$ cat config.mk
export PLATFORM = sky130hd
export DESIGN_NAME = gspd_fpu
export DESIGN_NICKNAME = d
export VERILOG_FILES = /design/src/hdl/gspd_pkg.sv /design/src/hdl/gspd_fpu.sv
export SDC_FILE = /design/constraint.sdc
export NUM_CORES = 2
export LEC_CHECK = 0
export BUFFER_PORTS_ARGS = -buffer_cell sky130_fd_sc_hd__clkbuf_2
export CAP_MARGIN = 25
export CORE_MARGIN = 1
export CORE_UTILIZATION = 30
export CTS_CLUSTER_DIAMETER = 30
export CTS_CLUSTER_SIZE = 24
export DETAILED_ROUTE_END_ITERATION = 8
export GPL_ROUTABILITY_DRIVEN = 1
export PLACE_DENSITY_LB_ADDON = 0.15
export SYNTH_ARGS = -nofsm -noshare
export SYNTH_HDL_FRONTEND = slang
export SYNTH_SLANG_ARGS = --single-unit
$ cat constraint.sdc
create_clock -name clk -period 14.8 [get_ports clk]
set_input_delay 4.44 -clock clk [delete_from_list [all_inputs] [get_ports clk]]
set_output_delay 4.44 -clock clk [all_outputs]
set_load 0.01 [all_outputs]
$ cat src/hdl/gspd_pkg.sv
// Package: shared types, codes and constants for the simple-packing decoder.
package gspd_pkg;

	localparam logic [63:0] DBL_ONE         = 64'h3FF0_0000_0000_0000;
	localparam logic [63:0] DBL_DEFAULT_NAN = 64'hFFF8_0000_0000_0000;
	localparam logic [6:0]  BPV_RESET       = 7'd8;
	localparam logic [6:0]  BPV_MAX         = 7'd64;

	// Register indexes on the configuration port
	typedef enum logic [2:0] {
		REG_BPV = 3'd0,
		REG_REF = 3'd1,
		REG_BSC = 3'd2,
		REG_DSC = 3'd3,
		REG_CNT = 3'd4
	} reg_idx_t;

	// Operations of the shared floating-point unit
	typedef enum logic [1:0] {
		FOP_CVT = 2'd0,
		FOP_MUL = 2'd1,
		FOP_ADD = 2'd2
	} fpu_op_t;

	typedef struct packed {
		logic    start;
		fpu_op_t op;
	} fpu_req_t;

	typedef struct packed {
		logic idle;
		logic done;
	} fpu_rsp_t;

	typedef enum logic [2:0] {
		F_IDLE,
		F_MUL,
		F_ADD,
		F_NORM,
		F_DENORM,
		F_ROUND,
		F_DONE
	} fpu_state_t;

	typedef enum logic [2:0] {
		S_IDLE,
		S_EXTRACT,
		S_CVT,
		S_MUL1,
		S_ADD,
		S_MUL2,
		S_OUT
	} seq_state_t;

endpackage

$ cat src/hdl/gspd_fpu.sv
// Shared multi-cycle double unit: u64 conversion, multiply and add, round to nearest even.
module gspd_fpu (
	input  logic               clk,
	input  logic               arst_n,
	input  gspd_pkg::fpu_req_t req,
	input  logic [63:0]        opa,
	input  logic [63:0]        opb,
	output gspd_pkg::fpu_rsp_t rsp,
	output logic [63:0]        result
);
	import gspd_pkg::*;

	fpu_state_t state_q, state_d;

	logic [127:0]       w_q;
	logic signed [13:0] ew_q;
	logic               sgn_q, zsgn_q, sub_q;
	logic [52:0]        ma_q, mb_q;
	logic [1:0]         step_q;
	logic [63:0]        rsig_q;
	logic               rst_q;
	logic [10:0]        rexp_q;
	logic [63:0]        res_q;

	// Operand fields
	logic        sa, sb;
	logic [10:0] exa, exb, efa, efb;
	logic [51:0] fra, frb;
	logic        nan_a, nan_b, inf_a, inf_b, zero_a, zero_b;
	logic [52:0] mant_a, mant_b;
	logic signed [13:0] ea, eb;

	always_comb begin
		sa     = opa[63];
		sb     = opb[63];
		exa    = opa[62:52];
		exb    = opb[62:52];
		fra    = opa[51:0];
		frb    = opb[51:0];
		nan_a  = (exa == 11'h7FF) && (fra != '0);
		nan_b  = (exb == 11'h7FF) && (frb != '0);
		inf_a  = (exa == 11'h7FF) && (fra == '0);
		inf_b  = (exb == 11'h7FF) && (frb == '0);
		zero_a = (opa[62:0] == '0);
		zero_b = (opb[62:0] == '0);
		mant_a = {exa != '0, fra};
		mant_b = {exb != '0, frb};
		efa    = (exa == '0) ? 11'd1 : exa;
		efb    = (exb == '0) ? 11'd1 : exb;
		ea     = $signed({3'b000, efa}) - 14'sd1075;
		eb     = $signed({3'b000, efb}) - 14'sd1075;
	end

	// Multiply specials: NaN propagation first operand first, invalid, infinity
	logic        spec_mul;
	logic [63:0] spec_mul_val;
	always_comb begin
		spec_mul     = 1'b1;
		spec_mul_val = '0;
		if (nan_a) begin
			spec_mul_val = opa | (64'd1 << 51);
		end else if (nan_b) begin
			spec_mul_val = opb | (64'd1 << 51);
		end else if ((inf_a && zero_b) || (zero_a && inf_b)) begin
			spec_mul_val = DBL_DEFAULT_NAN;
		end else if (inf_a || inf_b) begin
			spec_mul_val = {sa ^ sb, 11'h7FF, 52'd0};
		end else begin
			spec_mul = 1'b0;
		end
	end

	// Add specials
	logic        spec_add;
	logic [63:0] spec_add_val;
	always_comb begin
		spec_add     = 1'b1;
		spec_add_val = '0;
		if (nan_a) begin
			spec_add_val = opa | (64'd1 << 51);
		end else if (nan_b) begin
			spec_add_val = opb | (64'd1 << 51);
		end else if (inf_a && inf_b && (sa != sb)) begin
			spec_add_val = DBL_DEFAULT_NAN;
		end else if (inf_a) begin
			spec_add_val = opa;
		end else if (inf_b) begin
			spec_add_val = opb;
		end else begin
			spec_add = 1'b0;
		end
	end

	// Align the smaller magnitude under the larger, jam lost bits into bit 0
	logic               a_big, big_s;
	logic [52:0]        big_m, small_m;
	logic [10:0]        big_ef, small_ef, diff;
	logic [127:0]       xs, al_mask, al_val;
	logic               al_sticky;
	logic signed [13:0] ew_add;
	always_comb begin
		a_big    = opa[62:0] >= opb[62:0];
		big_s    = a_big ? sa : sb;
		big_m    = a_big ? mant_a : mant_b;
		small_m  = a_big ? mant_b : mant_a;
		big_ef   = a_big ? efa : efb;
		small_ef = a_big ? efb : efa;
		diff     = big_ef - small_ef;
		xs       = {1'b0, small_m, 74'd0};
		al_mask  = (128'd1 << diff[6:0]) - 128'd1;
		if (diff >= 11'd128) begin
			al_val    = '0;
			al_sticky = |small_m;
		end else begin
			al_val    = xs >> diff[6:0];
			al_sticky = |(xs & al_mask);
		end
		ew_add = $signed({3'b000, big_ef}) - 14'sd1149;
	end

	// Partial products of the 53x53 mantissa product, one per cycle
	logic [26:0]  mul_x, mul_y;
	logic [53:0]  pp;
	logic [127:0] pp_sh;
	always_comb begin
		mul_x = step_q[1] ? {1'b0, ma_q[52:27]} : ma_q[26:0];
		mul_y = step_q[0] ? {1'b0, mb_q[52:27]} : mb_q[26:0];
		pp    = mul_x * mul_y;
		case (step_q)
			2'd0:    pp_sh = {74'd0, pp};
			2'd3:    pp_sh = {74'd0, pp} << 54;
			default: pp_sh = {74'd0, pp} << 27;
		endcase
	end

	// Add or subtract the aligned magnitudes
	logic [127:0] xb, sum;
	always_comb begin
		xb  = {1'b0, ma_q, 74'd0};
		sum = sub_q ? (xb - w_q) : (xb + w_q);
	end

	// Normalize step: coarse then fine
	logic [127:0]       norm_w;
	logic signed [13:0] norm_ew;
	always_comb begin
		if (w_q[127:96] == '0) begin
			norm_w  = w_q << 32;
			norm_ew = ew_q - 14'sd32;
		end else if (w_q[127:120] == '0) begin
			norm_w  = w_q << 8;
			norm_ew = ew_q - 14'sd8;
		end else begin
			norm_w  = w_q << 1;
			norm_ew = ew_q - 14'sd1;
		end
	end

	// Biased exponent, overflow and subnormal shift
	logic signed [13:0] be, sh_amt;
	logic [63:0]        sig, dn_sig, dn_mask;
	logic               stk, dn_st, ovf;
	logic [10:0]        dn_exp;
	always_comb begin
		be      = ew_q + 14'sd1150;
		sig     = w_q[127:64];
		stk     = |w_q[63:0];
		ovf     = be >= 14'sd2047;
		sh_amt  = 14'sd1 - be;
		dn_mask = (64'd1 << sh_amt[5:0]) - 64'd1;
		if (be >= 14'sd1) begin
			dn_sig = sig;
			dn_st  = stk;
			dn_exp = be[10:0];
		end else if (sh_amt >= 14'sd64) begin
			dn_sig = '0;
			dn_st  = stk | (|sig);
			dn_exp = '0;
		end else begin
			dn_sig = sig >> sh_amt[5:0];
			dn_st  = stk | (|(sig & dn_mask));
			dn_exp = '0;
		end
	end

	// Round to nearest even; carry runs into the exponent field
	logic        rinc;
	logic [62:0] packed_mag;
	always_comb begin
		rinc       = rsig_q[10] && ((|rsig_q[9:0]) || rst_q || rsig_q[11]);
		packed_mag = {rexp_q, rsig_q[62:11]} + {62'd0, rinc};
	end

	// Next state
	always_comb begin
		state_d = state_q;
		case (state_q)
			F_IDLE: begin
				if (req.start) begin
					case (req.op)
						FOP_CVT: state_d = F_NORM;
						FOP_MUL: state_d = spec_mul ? F_DONE : F_MUL;
						FOP_ADD: state_d = spec_add ? F_DONE : F_ADD;
						default: state_d = F_IDLE;
					endcase
				end
			end
			F_MUL:    if (step_q == 2'd3) state_d = F_NORM;
			F_ADD:    state_d = F_NORM;
			F_NORM: begin
				if (w_q == '0 || w_q[127]) state_d = (w_q == '0) ? F_DONE : F_DENORM;
			end
			F_DENORM: state_d = ovf ? F_DONE : F_ROUND;
			F_ROUND:  state_d = F_DONE;
			F_DONE:   state_d = F_IDLE;
			default:  state_d = F_IDLE;
		endcase
	end

	// Outputs
	always_comb begin
		rsp.idle = (state_q == F_IDLE);
		rsp.done = (state_q == F_DONE);
		result   = res_q;
	end

	always_ff @(posedge clk or negedge arst_n) begin
		if (!arst_n) begin
			state_q <= F_IDLE;
		end else begin
			state_q <= state_d;
		end
	end

	// Datapath
	always_ff @(posedge clk) begin
		case (state_q)
			F_IDLE: begin
				if (req.start) begin
					case (req.op)
						FOP_CVT: begin
							w_q   <= {64'd0, opa};
							ew_q  <= '0;
							sgn_q <= 1'b0;
						end
						FOP_MUL: begin
							res_q  <= spec_mul_val;
							w_q    <= '0;
							ew_q   <= ea + eb;
							sgn_q  <= sa ^ sb;
							ma_q   <= mant_a;
							mb_q   <= mant_b;
							step_q <= '0;
						end
						FOP_ADD: begin
							res_q  <= spec_add_val;
							w_q    <= al_val | {127'd0, al_sticky};
							ew_q   <= ew_add;
							sgn_q  <= big_s;
							zsgn_q <= sa & sb;
							sub_q  <= sa ^ sb;
							ma_q   <= big_m;
						end
						default: ;
					endcase
				end
			end
			F_MUL: begin
				w_q    <= w_q + pp_sh;
				step_q <= step_q + 2'd1;
			end
			F_ADD: begin
				w_q <= sum;
				if (sum == '0) sgn_q <= zsgn_q;
			end
			F_NORM: begin
				if (w_q == '0) begin
					res_q <= {sgn_q, 63'd0};
				end else if (!w_q[127]) begin
					w_q  <= norm_w;
					ew_q <= norm_ew;
				end
			end
			F_DENORM: begin
				res_q  <= {sgn_q, 11'h7FF, 52'd0};
				rsig_q <= dn_sig;
				rst_q  <= dn_st;
				rexp_q <= dn_exp;
			end
			F_ROUND: res_q <= {sgn_q, packed_mag};
			default: ;
		endcase
	end

endmodule

# Word-level counts from Yosys, hierarchy flattened
# Cells that the tools add are included.
# word_totals
regBits,395
inputBits,133
output_inout_bits,66
elab_cells,193
# op_classes
add_sub_neg,17
multipliers,1
order_cmp,5
n_eq_ne,22
shifts,4
n_mux,70
bitwise_logic,7
reduce_logical,53
# ops
op,n
$mux 128,7
$mux 64,11
$pmux 128 s4,1
$pmux 128 s3,1
$logic_not 128->1,2
$pmux 64 s4,1
$pmux 108 s2,1
$reduce_or 64->1,3
$add 127x128->128,1
$add 128x108->128,1
$and 127x128->128,1
$or 128x1->128,1
$pmux 64 s2,1
$reduce_or 128->1,1
$shl 1x7->128 const A,1
$shr 127x7->128,1
$sub 127x128->128,1
$sub 128x1->128 const B,1
$logic_not 63->1,2
$mux 63,2
$mux 53,2
$pmux 53 s2,1
$logic_not 52->1,2
$reduce_bool 52->1,2
62 further kinds,131

# Logic depth before layout (Yosys ltp)
# logic_depth
depth_word,13
ltp_mapped,49
ltp_nobuf,45

# Worst setup path after synthesis
# No wires, ideal clock.
# synth_path
path_type,input-to-reg
startpoint,in req[1] (netlist name)
endpoint,reg w_q[0] (enable)
setup_time_ns,0.801
arrival_ns,14.585
required_time_ns,13.999
path_slack_ns,-0.586
cell_stages,7
n_path_buf,1
cell_sequence,inv_1 -> ha_1 -> clkbuf_1 -> or2_2 -> o21a_1 -> o31ai_1 -> a211oi_1
# synth_between
elab_chain_cells,3
# synth_rtl
item,line_no,rtl
start: declaration,gspd_fpu.sv:5,"input gspd_pkg::fpu_req_t req,"
$eq 2x2->1 (tied with other cells),gspd_fpu.sv:240,case (req.op)
$ne 4x1->1 (no source line) *,n/a,
$reduce_and 5->1 (no source line) *,n/a,
end signal: assignment,gspd_fpu.sv:242,"w_q <= {64'd0, opa};"
end signal: assignment,gspd_fpu.sv:257,"w_q <= al_val | {127'd0, al_sticky};"
end signal: assignment,gspd_fpu.sv:269,w_q <= w_q + pp_sh;
end: declaration,gspd_fpu.sv:15,logic [127:0] w_q;
# Every way passes the cells marked *; elsewhere a longest branch is shown, timed or not.
# A chain may end at the register's enable or synchronous reset.

# Final worst setup path
# layout_path
startpoint,reg ma_q[46]
endpoint,"reg w_q[70], data pin"
# layout_between
elab_chain_cells,5
# layout_rtl
item,line_no,rtl
start: declaration,gspd_fpu.sv:18,"logic [52:0] ma_q, mb_q;"
start signal: assignment,gspd_fpu.sv:251,ma_q <= mant_a;
start signal: assignment,gspd_fpu.sv:262,ma_q <= big_m;
$mux 27,gspd_fpu.sv:126,"mul_x = step_q[1] ? {1'b0, ma_q[52:27]} : ma_q[26:0];"
$mul 27x27->54,gspd_fpu.sv:128,pp = mul_x * mul_y;
$pmux 108 s2,gspd_fpu.sv:129,case (step_q)
$add 128x108->128,gspd_fpu.sv:269,
$pmux 128 s4,gspd_fpu.sv:237,case (state_q)
end signal: assignment,gspd_fpu.sv:242,
end signal: assignment,gspd_fpu.sv:269,
end signal: assignment,gspd_fpu.sv:273,w_q <= sum;
# No other way between the ends.

==> metrics.txt <==
mean area per synthesized cell between 7 and 8 um2; Starting Density 30.2%; Worst Tran Pin Value between 1000 and 1500 ps; CTS-repair resized insts 0; worst clock skew 117 ps; FP Rows 192; total CTS buffers 132; initial antenna violation count 89; # fillers roughly 29k; commonest cells after routing, fill and taps aside nand2_1, inv_1, buf_4; CP Launch Type flop; Synth cell types between 100 and 150; total die area 0.277 mm2; Slowest-stage cell, CP a222oi_1; core box area 0.274 mm2; Crit Path Class reg -> reg; nature of the critical path endpoint flop; Clock Sinks 395; GR Overflow Total 0; final setup TNS 0 ps; WP data arrival 14970 ps; cell area after synthesis 0.0826 mm2; die width 527 um; Detailed Route WL 600000 um; Synth area leaders fa_1, edfxtp_1, ha_1; htree depth 4; EDFF count, synth 392; layout cells sized above 1 15.1%; HPWL after DPL 477000 um; post-CTS setup buffers 0; hold buffers post-CTS 0; clk slew on worst S/H paths 50 ps; number of global-route vias before repair 90.7k; Max stage delay on crit path 1250 ps; antenna-violating nets left 0; final RePlAce weighted congestion roughly 1.1; Layout area overhead 18.7%; top-area cell type share of the netlist area 15.2%; synthesized flop and latch total approximately 400; Vias 96.3k; drt pass-1 iters 6; first-pass GRT wire length 800000 um; vias per std cell 6.43; WHS 530 ps; Yosys warning count 0; Synth async-reset ratio 0.759%; Die Ht 527 um; Top FF cell, synth edfxtp_1; register area share after synthesis about 14%; unrepaired setup endpoints after global routing no; Critical Path RT 15260 ps; cell family with most CP delay compound AO/OA/AOI/OAI gates; latest clock arrival within the worst-skew pair 840 ps; PortBufs 198; CP Max Fanout 16; drt first-iter violations 14.4k; top cell type by total area after synthesis fa_1; final hold violation count 0; Final min period around 15000 ps; Final Cycle Share 98.0%; Final Setup Violations 0; fmax 0.0689 GHz; Slew Limit Fails 0; WP buf/inv 7; Hold WC Path Type reg -> reg; flop2flop setup slack a little under 300 ps; status complete, no violations; leading cell type in the layout, fill and taps excluded nand2_1; GRT Overall Usage 41.9%; most used cell, CP fa_1; Worst Setup Slack, final 289 ps; DR DRC count 0; post-synthesis cell count 10.7k; DP Worst Slack 827 ps; largest net degree at the start of global routing 128; Max Cap Viol 0; nets 12.5k; clock root buffer clkbuf_16; net count after synthesis 12.0k; relative slew slack 8.12%; Boundary Pins ~200; clk buf depth 3; WL/cell 40.0 um; CTS tree done
[synthesized netlist by cell type, types with 73 or more instances]
master / count
nand3_1: 255
o211ai_1: 137
a211oi_1: 147
and2_1: 111
clkbuf_1: 701
o31ai_1: 126
nand4_1: 138
xnor2_1: 228
inv_1: 1011
xor2_1: 182
a21oi_1: 735
edfxtp_1: 392
buf_1: 94
o221ai_1: 85
and3_1: 73
nor3_1: 207
mux2i_1: 335
a31oi_1: 81
mux2_2: 85
a21o_1: 160
fa_1: 628
o21bai_1: 82
nor2_1: 930
o21ai_0: 656
nand2_1: 1309
nor4_1: 101
ha_1: 515
o22ai_1: 145
[state kept, by name, indices dropped and copies added (netlist names), 2 cells and up]
register	cells
ew_q	14
step_q	2
mb_q	53
state_q	3
result	64
w_q	128
rexp_q	11
ma_q	53
rsig_q	63
[routing by layer]
| layer | GRT usage [%] | up-vias | share of wire (%) |
|---|---|---|---|
| met3 | 16.1 | 1515 | 13 |
| met1 | 55.2 | 48207 | 41 |
| met4 | 26.8 | 50 | 7.3 |
| li1 | - | 39344 | - |
| met2 | 56.2 | 7213 | 39 |
| met5 | 0.900 | - | 0.11 |
[path summary, 6_finish.rpt]
path,from,end,depth (start not counted)
setup / recovery,ma_q[46],w_q[70],44
hold / removal,zsgn_q,sgn_q,2
setup reg to reg,ma_q[46],w_q[70],44
hold reg to reg,zsgn_q,sgn_q,2
max in group asynchronous,arst_n,state_q[0],1
min in group asynchronous,arst_n,state_q[2],1
[tightest hold or removal path, stage by stage (launching register included)]
cell	delay, ps
edfxtp_1	320
nand2_1	50
o31ai_1	50
[area by class of cell]
type,instances,area [um2],share of cell area (%)
antenna,54,135,0.138
clock buffer,154,3410,3.48
clock inverter,80,958,0.978
inverter,1015,3810,3.89
multi-input combinational,8501,64300,65.6
sequential,395,11800,12.1
tap,3589,4490,4.58
timing repair buffer,1198,9090,9.27
[through the flow]
step	cell area, um2	std cells	utilization [%]
finish	98000	14986	35.8
global route	97900	14945	35.8
CTS	97700	14913	35.7
detailed placement	93300	14679	34.1
global placement	93200	14663	34.0
floorplan	82600	10725	-
[logic make-up after synthesis]
kind of cell / share of synthesized area [%]
buffers and inverters: 8.35
xor gates and xnor gates: 4.35
adders and majority gates: 23.0
and+or+nand+nor: 19.0
AOI/OAI and AO/OA: 23.9
muxes: 6.98
DFF: 14.3
Power is left out: the tool's default activity adds up to more than one toggle a clock period on the data nets, which glitch-free logic cannot reach.
